**src/sv/fcn_pkg.sv**
```systemverilog
`timescale 1ns / 1ps
// shared constants, types and character mapping functions of the font character normalizer
package fcn_pkg;

	localparam logic [7:0] CH_APOS    = 8'h27;
	localparam logic [7:0] CH_DQUOTE  = 8'h22;
	localparam logic [7:0] CH_HYPHEN  = 8'h2D;
	localparam logic [7:0] CH_GRAVE   = 8'h60;

	localparam logic [7:0] CP_LSQUOTE = 8'h91;
	localparam logic [7:0] CP_RSQUOTE = 8'h92;
	localparam logic [7:0] CP_LDQUOTE = 8'h93;
	localparam logic [7:0] CP_RDQUOTE = 8'h94;
	localparam logic [7:0] CP_ENDASH  = 8'h96;
	localparam logic [7:0] CP_EMDASH  = 8'h97;
	localparam logic [7:0] CP_ACUTE   = 8'hB4;

	localparam logic [7:0] U8_LEAD2   = 8'hC2;
	localparam logic [7:0] U8_LEAD3   = 8'hE2;
	localparam logic [7:0] U8_MID     = 8'h80;
	localparam logic [7:0] U8_LSQUOTE = 8'h98;
	localparam logic [7:0] U8_RSQUOTE = 8'h99;
	localparam logic [7:0] U8_LDQUOTE = 8'h9C;
	localparam logic [7:0] U8_RDQUOTE = 8'h9D;
	localparam logic [7:0] U8_ENDASH  = 8'h93;
	localparam logic [7:0] U8_EMDASH  = 8'h94;

	localparam logic [7:0] LOWER_A    = 8'h61;
	localparam logic [7:0] LOWER_Z    = 8'h7A;
	localparam logic [7:0] LAT_LO     = 8'hE0;
	localparam logic [7:0] LAT_LO_END = 8'hF6;
	localparam logic [7:0] LAT_HI     = 8'hF8;
	localparam logic [7:0] LAT_HI_END = 8'hFE;
	localparam logic [7:0] CASE_OFS   = 8'h20;

	localparam int GRP_MAX = 3;
	localparam int QDEPTH  = 4;
	localparam int QPTR_W  = $clog2(QDEPTH);
	localparam int QCNT_W  = QPTR_W + 1;

	typedef enum logic [1:0] {
		HELD_NONE,
		HELD_C2,
		HELD_E2,
		HELD_E2_80
	} held_t;

	// characters caused by one input byte, in output order
	typedef struct packed {
		logic [GRP_MAX-1:0][7:0] chars;
		logic [1:0]              cnt;
		logic                    last;
	} grp_t;

	function automatic logic [7:0] fold_case(input logic [7:0] c);
		logic [7:0] r;
		r = c;
		if ((c >= LOWER_A && c <= LOWER_Z) || (c >= LAT_LO && c <= LAT_LO_END) ||
			(c >= LAT_HI && c <= LAT_HI_END)) begin
			r = c - CASE_OFS;
		end
		return r;
	endfunction

	// zero when the byte is not a mapped punctuation byte
	function automatic logic [7:0] single_map(input logic [7:0] c);
		logic [7:0] r;
		unique case (c)
			CP_LSQUOTE, CP_RSQUOTE, CP_ACUTE, CH_GRAVE: r = CH_APOS;
			CP_LDQUOTE, CP_RDQUOTE:                     r = CH_DQUOTE;
			CP_ENDASH, CP_EMDASH:                       r = CH_HYPHEN;
			default:                                    r = 8'h00;
		endcase
		return r;
	endfunction

	// zero when the byte does not end a three-byte sequence
	function automatic logic [7:0] tail_map(input logic [7:0] c);
		logic [7:0] r;
		unique case (c)
			U8_LSQUOTE, U8_RSQUOTE: r = CH_APOS;
			U8_LDQUOTE, U8_RDQUOTE: r = CH_DQUOTE;
			U8_ENDASH, U8_EMDASH:   r = CH_HYPHEN;
			default:                r = 8'h00;
		endcase
		return r;
	endfunction

	function automatic logic [7:0] norm_byte(input logic [7:0] c);
		logic [7:0] m;
		m = single_map(c);
		return (m != 8'h00) ? m : fold_case(c);
	endfunction

endpackage

```
**src/sv/fcn_if.sv**
```systemverilog
`timescale 1ns / 1ps
// valid/ready channel interfaces for input bytes and output characters
interface fcn_in_if;
	logic       valid;
	logic       ready;
	logic [7:0] in_byte;
	logic       in_last;

	modport source (output valid, output in_byte, output in_last, input ready);
	modport sink (input valid, input in_byte, input in_last, output ready);
endinterface

interface fcn_out_if;
	logic       valid;
	logic       ready;
	logic [7:0] out_char;
	logic       out_last;

	modport source (output valid, output out_char, output out_last, input ready);
	modport sink (input valid, input out_char, input out_last, output ready);
endinterface

```
**src/sv/fcn_front.sv**
```systemverilog
`timescale 1ns / 1ps
// front end: accepts bytes, tracks held sequence bytes and forms character groups
module fcn_front (
	input  logic          clk,
	input  logic          arst_n,
	fcn_in_if.sink        in_ch,
	input  logic          q_ready,
	output logic          push,
	output fcn_pkg::grp_t push_grp
);

	fcn_pkg::held_t                   held_q;
	fcn_pkg::held_t                   held_d;
	logic                             accept;
	logic                             as_lead;
	logic [1:0]                       n;
	logic [7:0]                       tm;
	logic [fcn_pkg::GRP_MAX-1:0][7:0] chars;

	assign in_ch.ready = q_ready;
	assign accept      = in_ch.valid && in_ch.ready;

	always_comb begin
		chars   = '0;
		n       = 2'd0;
		as_lead = 1'b0;
		held_d  = fcn_pkg::HELD_NONE;
		tm      = fcn_pkg::tail_map(in_ch.in_byte);
		unique case (held_q)
			fcn_pkg::HELD_NONE: begin
				as_lead = 1'b1;
			end
			fcn_pkg::HELD_C2: begin
				n = 2'd1;
				if (in_ch.in_byte == fcn_pkg::CP_ACUTE) begin
					chars[0] = fcn_pkg::CH_APOS;
				end else begin
					chars[0] = fcn_pkg::fold_case(fcn_pkg::U8_LEAD2);
					as_lead  = 1'b1;
				end
			end
			fcn_pkg::HELD_E2: begin
				if (in_ch.in_byte == fcn_pkg::U8_MID && !in_ch.in_last) begin
					held_d = fcn_pkg::HELD_E2_80;
				end else begin
					chars[0] = fcn_pkg::fold_case(fcn_pkg::U8_LEAD3);
					n        = 2'd1;
					as_lead  = 1'b1;
				end
			end
			fcn_pkg::HELD_E2_80: begin
				if (tm != 8'h00) begin
					chars[0] = tm;
					n        = 2'd1;
				end else begin
					chars[0] = fcn_pkg::fold_case(fcn_pkg::U8_LEAD3);
					chars[1] = fcn_pkg::norm_byte(fcn_pkg::U8_MID);
					n        = 2'd2;
					as_lead  = 1'b1;
				end
			end
			default: begin
				as_lead = 1'b1;
			end
		endcase
		if (as_lead) begin
			if (in_ch.in_byte == fcn_pkg::U8_LEAD2 && !in_ch.in_last) begin
				held_d = fcn_pkg::HELD_C2;
			end else if (in_ch.in_byte == fcn_pkg::U8_LEAD3 && !in_ch.in_last) begin
				held_d = fcn_pkg::HELD_E2;
			end else begin
				chars[n] = fcn_pkg::norm_byte(in_ch.in_byte);
				n        = n + 2'd1;
			end
		end
	end

	assign push           = accept && (n != 2'd0);
	assign push_grp.chars = chars;
	assign push_grp.cnt   = n;
	assign push_grp.last  = in_ch.in_last;

	always_ff @(posedge clk or negedge arst_n) begin
		if (!arst_n) begin
			held_q <= fcn_pkg::HELD_NONE;
		end else if (accept) begin
			held_q <= held_d;
		end
	end

endmodule

```
**src/sv/fcn_queue.sv**
```systemverilog
`timescale 1ns / 1ps
// short group queue between front end and output serializer
module fcn_queue (
	input  logic          clk,
	input  logic          arst_n,
	input  logic          push,
	input  fcn_pkg::grp_t push_grp,
	output logic          q_ready,
	output logic          head_valid,
	output fcn_pkg::grp_t head_grp,
	input  logic          pop
);

	localparam logic [fcn_pkg::QCNT_W-1:0] FULL = fcn_pkg::QCNT_W'(fcn_pkg::QDEPTH);

	fcn_pkg::grp_t                    mem_q [fcn_pkg::QDEPTH];
	logic [fcn_pkg::QPTR_W-1:0]       wr_q;
	logic [fcn_pkg::QPTR_W-1:0]       rd_q;
	logic [fcn_pkg::QCNT_W-1:0]       count_q;

	assign q_ready    = count_q != FULL;
	assign head_valid = count_q != '0;
	assign head_grp   = mem_q[rd_q];

	always_ff @(posedge clk) begin
		if (push) begin
			mem_q[wr_q] <= push_grp;
		end
	end

	always_ff @(posedge clk or negedge arst_n) begin
		if (!arst_n) begin
			wr_q    <= '0;
			rd_q    <= '0;
			count_q <= '0;
		end else begin
			if (push) begin
				wr_q <= wr_q + 1'b1;
			end
			if (pop) begin
				rd_q <= rd_q + 1'b1;
			end
			unique case ({push, pop})
				2'b10:   count_q <= count_q + 1'b1;
				2'b01:   count_q <= count_q - 1'b1;
				default: count_q <= count_q;
			endcase
		end
	end

endmodule

```
**src/sv/fcn_back.sv**
```systemverilog
`timescale 1ns / 1ps
// back end: serializes character groups into the output register
module fcn_back (
	input  logic          clk,
	input  logic          arst_n,
	input  logic          head_valid,
	input  fcn_pkg::grp_t head_grp,
	output logic          pop,
	fcn_out_if.source     out_ch
);

	logic [1:0] idx_q;
	logic       valid_q;
	logic [7:0] char_q;
	logic       last_q;
	logic       load;
	logic       grp_end;

	assign load    = head_valid && (!valid_q || out_ch.ready);
	assign grp_end = idx_q == (head_grp.cnt - 2'd1);
	assign pop     = load && grp_end;

	assign out_ch.valid    = valid_q;
	assign out_ch.out_char = char_q;
	assign out_ch.out_last = last_q;

	always_ff @(posedge clk or negedge arst_n) begin
		if (!arst_n) begin
			valid_q <= 1'b0;
			idx_q   <= 2'd0;
		end else begin
			if (load) begin
				valid_q <= 1'b1;
				idx_q   <= grp_end ? 2'd0 : idx_q + 2'd1;
			end else if (out_ch.ready) begin
				valid_q <= 1'b0;
			end
		end
	end

	always_ff @(posedge clk) begin
		if (load) begin
			char_q <= head_grp.chars[idx_q];
			last_q <= head_grp.last && grp_end;
		end
	end

endmodule

```
**src/sv/font_char_normalizer.sv**
```systemverilog
`timescale 1ns / 1ps
// top level of the font character normalizer
// Accepts one text byte per cycle while the four-entry group queue has room and emits
// normalized upper-case characters at one per cycle while the output is ready, through a
// registered output. A byte that completes or breaks a sequence gives one to three
// characters, which leave one after another; a byte held as part of a possible sequence
// gives none. With the queue empty, the first character of a byte passes through the group
// queue and then the output register.
module font_char_normalizer (
	input  logic      clk,
	input  logic      arst_n,
	fcn_in_if.sink    in_ch,
	fcn_out_if.source out_ch
);

	logic          q_ready;
	logic          push;
	fcn_pkg::grp_t push_grp;
	logic          head_valid;
	fcn_pkg::grp_t head_grp;
	logic          pop;

	fcn_front u_front (
		.clk      (clk),
		.arst_n   (arst_n),
		.in_ch    (in_ch),
		.q_ready  (q_ready),
		.push     (push),
		.push_grp (push_grp)
	);

	fcn_queue u_queue (
		.clk        (clk),
		.arst_n     (arst_n),
		.push       (push),
		.push_grp   (push_grp),
		.q_ready    (q_ready),
		.head_valid (head_valid),
		.head_grp   (head_grp),
		.pop        (pop)
	);

	fcn_back u_back (
		.clk        (clk),
		.arst_n     (arst_n),
		.head_valid (head_valid),
		.head_grp   (head_grp),
		.pop        (pop),
		.out_ch     (out_ch)
	);

endmodule

```
**src/flat_wrapper.sv**
```systemverilog
// flat-port wrapper written by rule: the top's interface ports become plain ports
module font_char_normalizer_flat 
  (clk, arst_n, in_ch_valid, in_ch_in_byte, in_ch_in_last, in_ch_ready, out_ch_valid, out_ch_out_char, out_ch_out_last, out_ch_ready);
  fcn_in_if in_ch_i ();
  fcn_out_if out_ch_i ();
  input  logic clk;
  input  logic arst_n;
  input wire logic [$bits(in_ch_i.valid)-1:0] in_ch_valid;
  input wire logic [$bits(in_ch_i.in_byte)-1:0] in_ch_in_byte;
  input wire logic [$bits(in_ch_i.in_last)-1:0] in_ch_in_last;
  output wire logic [$bits(in_ch_i.ready)-1:0] in_ch_ready;
  output wire logic [$bits(out_ch_i.valid)-1:0] out_ch_valid;
  output wire logic [$bits(out_ch_i.out_char)-1:0] out_ch_out_char;
  output wire logic [$bits(out_ch_i.out_last)-1:0] out_ch_out_last;
  input wire logic [$bits(out_ch_i.ready)-1:0] out_ch_ready;
  assign in_ch_i.valid = in_ch_valid;
  assign in_ch_i.in_byte = in_ch_in_byte;
  assign in_ch_i.in_last = in_ch_in_last;
  assign in_ch_ready = in_ch_i.ready;
  assign out_ch_valid = out_ch_i.valid;
  assign out_ch_out_char = out_ch_i.out_char;
  assign out_ch_out_last = out_ch_i.out_last;
  assign out_ch_i.ready = out_ch_ready;
  font_char_normalizer u_core (.clk(clk), .arst_n(arst_n), .in_ch(in_ch_i), .out_ch(out_ch_i));
endmodule
```
**config.mk**
```make
export PLATFORM = sky130hd
export DESIGN_NAME = font_char_normalizer_flat
export DESIGN_NICKNAME = d
export VERILOG_FILES = /design/src/sv/fcn_pkg.sv /design/src/sv/fcn_if.sv /design/src/sv/fcn_front.sv /design/src/sv/fcn_queue.sv /design/src/sv/fcn_back.sv /design/src/sv/font_char_normalizer.sv /design/src/flat_wrapper.sv
export SDC_FILE = /design/constraint.sdc
export NUM_CORES = 1
export LEC_CHECK = 0
export BUFFER_PORTS_ARGS = -buffer_cell sky130_fd_sc_hd__buf_2
export CAP_MARGIN = 20
export CORE_MARGIN = 2
export CORE_UTILIZATION = 33
export CTS_CLUSTER_DIAMETER = 40
export DETAILED_ROUTE_END_ITERATION = 8
export PLACE_DENSITY = 0.55
export SLEW_MARGIN = 0
export SYNTH_ARGS = -nofsm -noshare
export SYNTH_HDL_FRONTEND = slang
export SYNTH_SLANG_ARGS = --single-unit
export TNS_END_PERCENT = 30
```
**constraint.sdc**
```tcl
create_clock -name clk -period 2.97 [get_ports clk]
set_input_delay 0.7425 -clock clk [delete_from_list [all_inputs] [get_ports clk]]
set_output_delay 0.7425 -clock clk [all_outputs]
set_load 0.02 [all_outputs]
```
==> results by group <==
Run status
  • Status: completed

Yosys
  • Largest cells by area after synthesis: edfxtp_1 59%, mux4_2 10%, dfrtp_1 5.0%, ha_1 2.1%, nor2_1 1.9%
  • Sequential area share after synthesis: 0.636
  • Mapped Nets: roughly 420
  • FFs w/ async S/R, synth: 0.0930
  • Synth Register Bits: between 100 and 150
  • Synth area leader: edfxtp_1
  • EDFF count, synth: 117
  • Main synth FF type: edfxtp_1
  • Post-synthesis area per instance: roughly 15 µm²
  • Synth Instances: a little under 400
  • Syn Std Cell Area: roughly 6000 µm²
  • Count leader, synth: edfxtp_1
  • Post-synth top cells: 117 x edfxtp_1, 30 x nor2_1, 28 x nand2_1
  • Share of the synthesized area in the top cell type: 0.586
  • Synth cell types: 64
  • Ys Warns: 0

STA
  • Final slew viol count: 0
  • Max transition margin: 0.650
  • Setup ws final: ~0.14 ns
  • Tcrit/Tclk final: 0.951
  • RSZ-0062 raised after global routing: no
  • Slew @ Worst Pin: 0.524 ns
  • Max Clk Rate: approximately 350 MHz
  • Final setup fails: 0
  • Final hold vios: 0
  • Worst Skew: 0.0128 ns
  • Shortest period the worst path allows: between 2 and 3 ns

GRT
  • Vias in the first global route: around 3800
  • First-pass GRT wire length: approximately 20 mm
  • Initial antenna violation count: 0
  • Gr ovfl total: 0
  • GRT Total Usage: 0.136
  • Largest net degree at the start of global routing: 28

Route
  • Initial drt markers: between 150 and 200
  • Total iterations of the first detailed-routing run: 4
  • Metal2 WL: between 6 and 7 mm
  • Top sig layer: met4
  • Routed length on met3: 464 µm
  • Detailed Route WL: approximately 12 mm
  • Met1 WL: 5.38 mm
  • Post-route ant nets: 0
  • WL/cell: roughly 18 µm
  • DRC: 0
  • Avg Vias per Cell: 4.97
  • DR vias: approximately 3500

Finish
  • Design Area, Final: between 7000 and 8000 µm²
  • Share of layout cells above drive strength 1: 0.358
  • Synthesis-to-layout area growth: 22.7%
  • Finished Layout Cells: 704
  • # diodes: 0
  • Nets: around 490

Placement
  • DP Worst Slack: -0.296 ns
  • DP Cell Count: approximately 670
  • Placed Area: 6750 µm²
  • Hpwl dp: 8.27 mm
  • GPL Wtd Cong: 0.790
  • Port Buffers: 23

Clock network
  • Clock slew at reported path FFs: roughly 0.060 ns
  • H-tree depth: 4
  • Post-CTS Setup Bufs: 0
  • Inserted Clock Buffers: 17
  • CTS tree: done
  • Clk buf depth: 2
  • Clock sink count: between 100 and 150
  • Clk Latency, worst-skew pair: 0.41 ns
  • Resized Gates After CTS: 0
  • CTS Hold Bufs: 0
  • Root Driver: clkbuf_16

Critical path
  • FF-to-FF path depth: 10
  • Critical Path RT: around 3.3 ns
  • Setup crit start kind: input pin
  • Register-to-register setup slack: approximately 0.33 ns
  • Worst reg2reg endpoint: u_core.u_queue.count_q[2]
  • R2R Path Start: u_core.u_queue.rd_q[0]
  • CP endpoint kind: flip-flop
  • Critical path type: input pin to flip-flop
  • Max Fanout on Critical Path: 3
  • Worst Path Arrival: between 3 and 4 ns

Floorplanning
  • Die width: between 100 and 150 µm
  • FP Rows: 49
  • Die height: 139 µm
  • Die ar.: just under 20000 µm²
  • IO Count: 24
  • Core area: roughly 18000 µm²
  • Initial Util: 0.335

Run
  • Max-cap violation count: 0

Power
  • Worst vdd ir: around 0.38 mV
  • Leak Pwr: around 2.7 nW
  • Pwr Density: 950 nW/µm²

Worst hold path
  • Worst Hold Class: input pin to async pin
-- how the worst max path moves through the flow --
stage | from | end | slack (ns) | cells after the start
after floorplan | in_ch_in_byte[5] | u_core.u_queue.count_q[2] | -0.24 | 15
final | in_ch_in_last | u_core.u_queue.count_q[2] | 0.14 | 16
after global routing | in_ch_in_last | u_core.u_queue.count_q[2] | 0.03 | 16
after detailed placement | in_ch_in_last | u_core.u_queue.count_q[2] | -0.30 | 16
after global placement | in_ch_in_last | u_core.u_queue.count_q[2] | -0.20 | 16
after CTS | in_ch_in_last | u_core.u_queue.count_q[2] | 0.14 | 16
-- cells by family (layout without fill, tap and decap cells) --
family / after synthesis / after routing / synth area share
mux: 39 / 39 / 0.123
fa+ha+maj: 11 / 11 / 0.0242
compound gates: 61 / 61 / 0.0745
simple gates: 98 / 98 / 0.0938
buf+inv: 48 / 128 / 0.0357
flops: 129 / 129 / 0.636
xor+xnor: 9 / 9 / 0.0131
-- layout make-up --
class / instances / area (µm²)
Sequential cell: 129 / 3810
Timing Repair Buffer: 68 / 515
Fill cell: 1653 / 10500
Multi-Input combinational cell: 218 / 2030
Clock buffer: 18 / 429
Clock inverter: 14 / 178
Tap cell: 229 / 287
Inverter: 28 / 105
-- cells in the final DEF, fill, tap and decap left out, types with 3 or more instances in the layout --
| cell | instances |
|---|---|
| a21oi_1 | 9 |
| a31oi_1 | 5 |
| and2_2 | 4 |
| buf_12 | 5 |
| buf_2 | 23 |
| buf_4 | 40 |
| bufinv_16 | 3 |
| clkbuf_16 | 17 |
| clkinvlp_4 | 4 |
| dfrtp_1 | 11 |
| edfxtp_1 | 117 |
| ha_1 | 8 |
| inv_1 | 26 |
| inv_6 | 5 |
| mux2i_1 | 9 |
| mux4_2 | 27 |
| nand2_1 | 25 |
| nand2_2 | 3 |
| nand2b_1 | 3 |
| nand3_2 | 6 |
| nor2_1 | 29 |
| nor2_2 | 3 |
| nor2b_1 | 3 |
| nor3_1 | 3 |
| o21ai_0 | 8 |
| o21ai_1 | 4 |
| o22ai_1 | 10 |
| xnor2_1 | 6 |
| xor2_1 | 3 |
-- flip-flops by register name, summed over array words and instances, names as in the netlist --
signal,cells
u_core.u_queue.mem_q,108
u_core.u_back.out_ch.out_char,8
u_core.u_queue.count_q,3
u_core.u_back.idx_q,2
u_core.u_front.held_q,2
u_core.u_queue.rd_q,2
u_core.u_queue.wr_q,2
u_core.u_back.out_ch.out_last,1
u_core.u_back.out_ch.valid,1
-- through the flow --
stage | power [mW] | setup TNS, ns | hold WS, ns | utilization
2_1_floorplan | 4.27 | -17.04 | 0.447 | -
3_3_place_gp | 4.94 | -7.42 | 0.467 | 0.377
3_5_place_dp | 4.98 | -10.83 | 0.479 | 0.377
4_1_cts | 7.10 | 0 | 0.199 | 0.411
5_1_grt | 7.39 | 0 | 0.211 | 0.411
6_report | 6.99 | 0 | 0.206 | 0.411
-- worst max-delay path: stages --
cell and delay (ns):
buf_2 0.12, nor4b_4 0.31, nand3_2 0.11, a21oi_1 0.15, inv_1 0.08, nand2_2 0.09
ha_4 0.22, a211oi_4 0.28, a211oi_4 0.05, inv_1 0.07, ha_2 0.18, inv_2 0.04
fa_2 0.32, xor2_1 0.16, nor2_1 0.12, xor2_1 0.14
-- routing by layer --
| metal | track usage | up-vias |
|---|---|---|
| met1 | 0.166 | 1765 |
| met5 | 0 | - |
| met2 | 0.237 | 78 |
| met3 | 0.0345 | 12 |
| li1 | - | 1641 |
| met4 | 0.0447 | 0 |
-- power breakdown --
group,internal (mW),switching [mW]
sequential,2.55,0.137
combinational,0.978,1.23
clock,1.33,0.772
No activity file was read; power rests on OpenSTA's default activity.
